**config.mk**
```make
export PLATFORM = sky130hd
export DESIGN_NAME = scc_cordic_stage
export DESIGN_NICKNAME = d
export VERILOG_FILES = /design/src/hw/rtl/scc_pkg.sv /design/src/hw/rtl/scc_cordic_stage.sv
export SDC_FILE = /design/constraint.sdc
export NUM_CORES = 1
export LEC_CHECK = 0
export ABC_AREA = 0
export BUFFER_PORTS_ARGS = -buffer_cell sky130_fd_sc_hd__buf_2
export CAP_MARGIN = 20
export CORE_AREA = 2 2 357 359
export DETAILED_ROUTE_END_ITERATION = 6
export DIE_AREA = 0 0 359 361
export PLACE_DENSITY = 0.47
export SLEW_MARGIN = 15
export SYNTH_ARGS = -nofsm -noshare
export SYNTH_HDL_FRONTEND = slang
export SYNTH_SLANG_ARGS = --single-unit
```
**constraint.sdc**
```tcl
create_clock -name clock -period 7.14 [get_ports clock]
set_input_delay 0.357 -clock clock [delete_from_list [all_inputs] [get_ports clock]]
set_output_delay 0.357 -clock clock [all_outputs]
set_load 0.01 [all_outputs]
```
**src/hw/rtl/scc_pkg.sv**
```systemverilog
// shared types, constants and arctangent table for the spherical coordinate converter
package scc_pkg;

   localparam int COORD_W       = 32;
   localparam int RADIUS_W      = COORD_W - 1;
   localparam int ANG_IO_W      = 32;
   localparam int GUARD_BITS    = 60 - COORD_W;
   localparam int LEN_W         = 64;
   localparam int ANG_W         = 36;
   localparam int CORDIC_STAGES = 28;
   localparam int IDX_W         = $clog2(CORDIC_STAGES);
   localparam int GAIN_W        = 30;

   localparam logic [GAIN_W-1:0] INV_GAIN = 30'd652032874;

   localparam logic signed [ANG_W-1:0] PI_Q32      = 36'sh3243F6A89;
   localparam logic signed [ANG_W-1:0] HALF_PI_Q32 = 36'sh1921FB544;
   localparam logic signed [ANG_W-1:0] TWO_PI_Q32  = 36'sh6487ED511;

   localparam logic [1:0] STATUS_OK    = 2'd0;
   localparam logic [1:0] STATUS_UNDEF = 2'd1;
   localparam logic [1:0] STATUS_SAT   = 2'd2;

   localparam logic MODE_TO_POLAR = 1'b0;
   localparam logic MODE_TO_CART  = 1'b1;

   typedef struct packed {
      logic                       req_type;
      logic signed [COORD_W-1:0]  coord_x;
      logic signed [COORD_W-1:0]  coord_y;
      logic signed [COORD_W-1:0]  coord_z;
      logic [RADIUS_W-1:0]        radius;
      logic signed [ANG_IO_W-1:0] horiz_angle;
      logic signed [ANG_IO_W-1:0] vert_angle;
   } scc_req_type;

   typedef struct packed {
      logic signed [COORD_W-1:0]  res_x;
      logic signed [COORD_W-1:0]  res_y;
      logic signed [COORD_W-1:0]  res_z;
      logic [RADIUS_W-1:0]        res_radius;
      logic signed [ANG_IO_W-1:0] res_horiz_angle;
      logic signed [ANG_IO_W-1:0] res_vert_angle;
      logic [1:0]                 status;
   } scc_rsp_type;

   typedef struct packed {
      scc_req_type             req;
      logic                    neg_h;
      logic signed [ANG_W-1:0] aux_ang;
      logic signed [LEN_W-1:0] aux_len;
   } scc_side_type;

   typedef struct packed {
      logic signed [LEN_W-1:0] x;
      logic signed [LEN_W-1:0] y;
      logic signed [ANG_W-1:0] ang;
      scc_side_type            side;
   } scc_data_type;

   function automatic logic signed [ANG_W-1:0] atan_q32(input logic [IDX_W-1:0] idx);
      logic signed [ANG_W-1:0] val;
      unique case (idx)
         5'd0:    val = 36'sd3373259426;
         5'd1:    val = 36'sd1991351318;
         5'd2:    val = 36'sd1052175346;
         5'd3:    val = 36'sd534100635;
         5'd4:    val = 36'sd268086748;
         5'd5:    val = 36'sd134174063;
         5'd6:    val = 36'sd67103403;
         5'd7:    val = 36'sd33553749;
         5'd8:    val = 36'sd16777131;
         5'd9:    val = 36'sd8388597;
         5'd10:   val = 36'sd4194303;
         default: val = 36'sd1 <<< (6'd32 - {1'b0, idx});
      endcase
      return val;
   endfunction

endpackage

```
**src/hw/rtl/scc_cordic_stage.sv**
```systemverilog
// one registered cordic micro-rotation, vectoring or rotating by item mode
module scc_cordic_stage (
   input  logic                        clock,
   input  logic                        reset,
   input  logic [scc_pkg::IDX_W-1:0]   stage_idx,
   input  logic                        in_valid,
   input  scc_pkg::scc_data_type       in_data,
   output logic                        out_valid,
   output scc_pkg::scc_data_type       out_data
);

   logic                  valid_ff;
   scc_pkg::scc_data_type data_ff;
   scc_pkg::scc_data_type data_in;
   logic signed [scc_pkg::LEN_W-1:0] dx;
   logic signed [scc_pkg::LEN_W-1:0] dy;
   logic signed [scc_pkg::ANG_W-1:0] step_ang;
   logic                             ccw;

   always_comb begin
      dx       = in_data.y >>> stage_idx;
      dy       = in_data.x >>> stage_idx;
      step_ang = scc_pkg::atan_q32(stage_idx);
      // rotation follows the residual angle, vectoring drives y to zero
      if (in_data.side.req.req_type == scc_pkg::MODE_TO_CART) begin
         ccw = ~in_data.ang[scc_pkg::ANG_W-1];
      end else begin
         ccw = in_data.y[scc_pkg::LEN_W-1];
      end
      data_in = in_data;
      if (ccw) begin
         data_in.x   = in_data.x - dx;
         data_in.y   = in_data.y + dy;
         data_in.ang = in_data.ang - step_ang;
      end else begin
         data_in.x   = in_data.x + dx;
         data_in.y   = in_data.y - dy;
         data_in.ang = in_data.ang + step_ang;
      end
   end

   always_ff @(posedge clock) begin
      if (reset) begin
         valid_ff <= 1'b0;
      end else begin
         valid_ff <= in_valid;
      end
      data_ff <= data_in;
   end

   assign out_valid = valid_ff;
   assign out_data  = data_ff;

endmodule

```
Yosys cells after proc, flatten, opt, wreduce, memory -nomap -nowiden
Cells that the tools add are included.
- flip-flop bits (word level): 458
- input port bits: 465
- output and inout port bits: 458
- logic and storage cells: 39
- add/subtract/negate cells: 7
- equality and inequality tests: 10
- shift operators: 3
- multiplexer cells: 3
- bitwise logic cells: 1
- reduce and logical (&&, ||, !) cells: 1
- operators with widths (cell ; number):
    $pmux W36 S11 ; 1
    $mux W164 ; 1
    $add A64 B64 Y64 ; 2
    $sshr A64 B5 Y64 ; 2
    $sub A64 B64 Y64 ; 2
    $add A36 B36 Y36 ; 1
    $sshl A2 B6 Y36 const A ; 1
    $sub A36 B36 Y36 ; 1
    $eq A5 B3 Y1 const B ; 4
    $eq A5 B4 Y1 const B ; 3
    $eq A5 B2 Y1 const B ; 2
    $sub A6 B5 Y6 const A ; 1
    $eq A5 B1 Y1 const B ; 1
    $logic_not A5 Y1 ; 1
    $mux W1 ; 1
    $not A1 Y1 ; 1

Depth between registers and ports, before layout
- depth in word-level cells: 5
- gate-level depth with buffers: 32

Least setup slack after synthesis
Ideal clock, no wire load.
- path type: input to register
- start point: in stage_idx[4] in the netlist's numbering
- end point: reg data_ff, in the netlist out_data[327]
- data arrival time: 7.466 ns
- data required time: 7.022 ns
- slack: -0.444 ns
- stages on the path: 31
- cell sequence: buf_2 > inv_1 > buf_1 > buf_2 > buf_1 > clkbuf_1 > clkbuf_1 > clkbuf_1 > ha_1 > clkbuf_1 > o32ai_1 > a221o_1 > or2_2 > or3b_1 > or2_0 > or2_0 > buf_2 > o21ai_0 > o22ai_1 > ha_1 > and4_1 > nand4_1 > nand2b_1 > o22a_1 > o311ai_0 > o21a_1 > a41oi_1 > a211o_1 > o2111ai_1 > a21oi_1 > xnor2_1
- RTL lines (item ; line ; RTL):
    start, declared ; scc_cordic_stage.sv:5 ; input logic [scc_pkg::IDX_W-1:0] stage_idx,
    end signal, assigned ; scc_cordic_stage.sv:48 ; data_ff <= data_in;
    end, declared ; scc_cordic_stage.sv:13 ; scc_pkg::scc_data_type data_ff;

==> flow_summary.yaml <==
pwr:
  pwr_density_cell_nw_per_um2: 254.2
  power.total_mw: 12.17
  clkPwrFrac: 0.242
  pwr-share-seq: 0.270
  ir_drop_uv: 196.9
  power.net_switching_mw: 4.931
  swShare: 0.4052
  p_leak_nw: 21.43
  combPwrFrac: 0.488
  internal-power_mw: 7.238
synthesis:
  synth-compound-area-share: 0.1982
  synth_nets: 4243
  syn_inst: 3610
  synth_top_family_by_area: "multiplexers"
  synth_area_leaders: "dfxtp_1 (27%), mux4_2 (12%), ha_1 (6.1%)"
  synthArstFlopShare: 0
  ys_warn_count: 0
  seq_area_frac_synth: 0.2707
  synth_top_area_cell: "dfxtp_1"
  synth_top_area_frac: 0.2707
  synth_xor_area_frac: 0.07909
  synth.avg_cell_area_um2: 9.382
  synthAdderAreaFrac: 0.06273
  yosysMostFrequentCell: "dfxtp_1"
  synth-simple-area-share: 0.1376
  synth_top_flop_cell: "dfxtp_1"
  synth-seq-cells: 458
  synth.area.mux_share: 0.2049
  synth_edf_count: 0
  netlist_area_um2: 33870
  ys_types: 124
  synthTopCellsByCount: "dfxtp_1 (458), nand2_1 (285), a21oi_1 (276), nor2_1 (241), o21ai_0 (198)"
detailed_routing:
  vias_per_cell: 5.538
  antenna_left: 0
  num_vias: 37860
  drc_errors: 0
  drtIter0Drc: 4107
  firstDrtPassIters: 6
  post_drt_wl_per_cell_um: 32.69
  postRouteWirelength_um: 223500
worst_setup_path:
  path_cells: "buf_6 > mux4_2 > mux4_2 > a222oi_1 > and4_1 > nand4b_4 > nor3_2 > nor4b_4 > nand2_1 > nor3_1 > a21oi_1 > xnor2_1 > ha_1 > nand3_1 > nor2_1 > nand2_1 > or3_1 > o32a_1 > a21o_1 > o41a_1 > a21oi_1 > a221o_1 > a21oi_1 > or4_1"
  cpMaxStageDelayCell: "mux4_2"
  critPathLaunchType: "primary input"
  cp.arrival_ns: 7.13
  critPathMaxStageDelay_ns: 0.68
  worst-endpoint-required_ns: 7.71
  critPathMostFrequentCell: "a21oi_1"
  path_max_fanout: 20
  crit_start: "stage_idx[2]"
  critPathKind: "in -> reg"
  cp-end-kind: "flip-flop"
timing:
  timing.fmax_mhz: 152.4
  hold_viol_final: 0
  rsz0062_at_grt: "false"
  period_share: 0.9192
  setup_slack_ns: 0.5766
  slew_headroom: 0.2648
  tightestPinTransition_ns: 1.099
  finalSetupViolCount: 0
  hold-worst-slack_ns: 0.06157
  layout_min_cycle_time_ns: 6.563
  slew_violations: 0
  tns_ns: 0
floorplanning:
  die-area_um2: 129600
  start_util: 0.2701
  ioPinCount: 923
  die_x_um: 359
  die_y_um: 361
  fp.coreArea_um2: 125400
  num_rows: 130
placement:
  gp_congestion: 1.066
  place_hpwl_um: 188600
  placement.cell_area_um2: 42990
  portBuffers: 922
  dp.cells: 6420
  place_ws_ns: -0.03442
cts:
  postCtsSetupRepairBufs: 0
  cts_max_path_buffers: 3
  cts.sinks: 458
  cts_root_buffer: "clkbuf_16"
  cts_tree: "built"
  ctsHtreeMaxLevel: 2
  clk_pin_slew_ns: 0.06
  cts_made_buffers: 55
flow_run:
  maxCapViolations: 0
global_routing:
  antenna_found_initial: 52
  grt_start_max_net_pins: 70
  grt_overflow: 0
  grt_pass1_vias: 37240
  grt_pass1_wl_um: 303200
  grtUsageTotal: 0.3308
run_status:
  status: "finished clean"
min_path:
  hp-class: "in -> reg"
  hp-start: "in_data[326]"
finish:
  fin_util: 0.3818
  final_area_um2: 47880
  fin_nets: 5757
  fill_cells: 12870
  syn_to_final_growth_pct: 41.37
  layoutNonFillerInstCount: 6837
  drive_gt1_frac: 0.3535
layer usage:
layer,vias to the layer above,global-route usage,share of wire
met5,-,0,0.00065
met4,22,0.1430,0.052
met3,460,0.08007,0.091
met2,2188,0.5295,0.45
met1,18630,0.4232,0.41
li1,16560,-,-
power by group through the flow:
stage                     sequential (mW)  combinational, mW  clock, mW
final                                3.29               5.94       2.94
after global routing                 3.34               6.29       3.10
after CTS                            3.30               5.89       3.01
after detailed placement             3.33               5.70          0
after global placement               3.34               5.74          0
after floorplan                      3.60               2.76          0
cell type report:
class	count	area [um^2]	area share
clock inverters	23	249.0	0.005200
well taps	1650	2064	0.04312
multi-input cells	2844	23140	0.4833
repair buffers	1673	11240	0.2348
clock buffers	76	1615	0.03374
diodes	21	52.55	0.001098
inverters	92	346.6	0.007238
flip-flops and latches	458	9169	0.1915
worst max-delay path, delay by kind of cell:
family                   cells  cell delay (ns)
XOR/XNOR                     1             0.16
adder cells (fa/ha/maj)      1             0.31
AO/OA/AOI/OAI                8             2.12
multiplexers                 2             1.20
AND/OR/NAND/NOR             11             2.70
buffers and inverters        1             0.25
path summary, 6_finish.rpt:
check / to / slack (ns) / depth (start not counted)
min: out_data[326] / 0.06 / 3
max: out_data[455] / 0.58 / 24
layout by cell type, fill, tap and decap left out, types with 39 or more instances in the layout:
master         netlist  layout
a21o_1             102     102
a21oi_1            276     276
buf_2               69     917
buf_4               16     438
clkbuf_16            0      55
dfxtp_1            458     458
dlygate4sd3_1        0     297
ha_1               165     165
inv_1               90      87
mux2_2              72      72
mux2i_1            158     156
mux4_2             187     187
nand2_1            285     285
nand2b_1            48      48
nand3_1             66      66
nor2_1             241     241
nor2b_1             39      39
nor3_1              46      46
o21ai_0            198     197
o22ai_1             44      44
xnor2_1            173     173
xor2_1             131     131
sequential cells by signal, indices dropped and copies added, names as in the netlist:
name / count
out_data: 457
out_valid: 1
logic make-up (layout without fill, tap and decap cells):
| group | Yosys count | count (layout) |
|---|---|---|
| multiplexers | 433 | 433 |
| other | 0 | 21 |
| flip-flops | 458 | 458 |
| AO/OA/AOI/OAI | 1012 | 1012 |
| buffers and inverters | 308 | 1864 |
| adder cells (fa/ha/maj) | 168 | 168 |
| AND/OR/NAND/NOR | 926 | 926 |
| XOR/XNOR | 305 | 305 |
what timing repair did:
item / CTS / global route
resized for setup: 0 / 0
hold buffers: 297 / 0
hold endpoints to repair: 296 / 0
(Power assumes the default switching activity.)
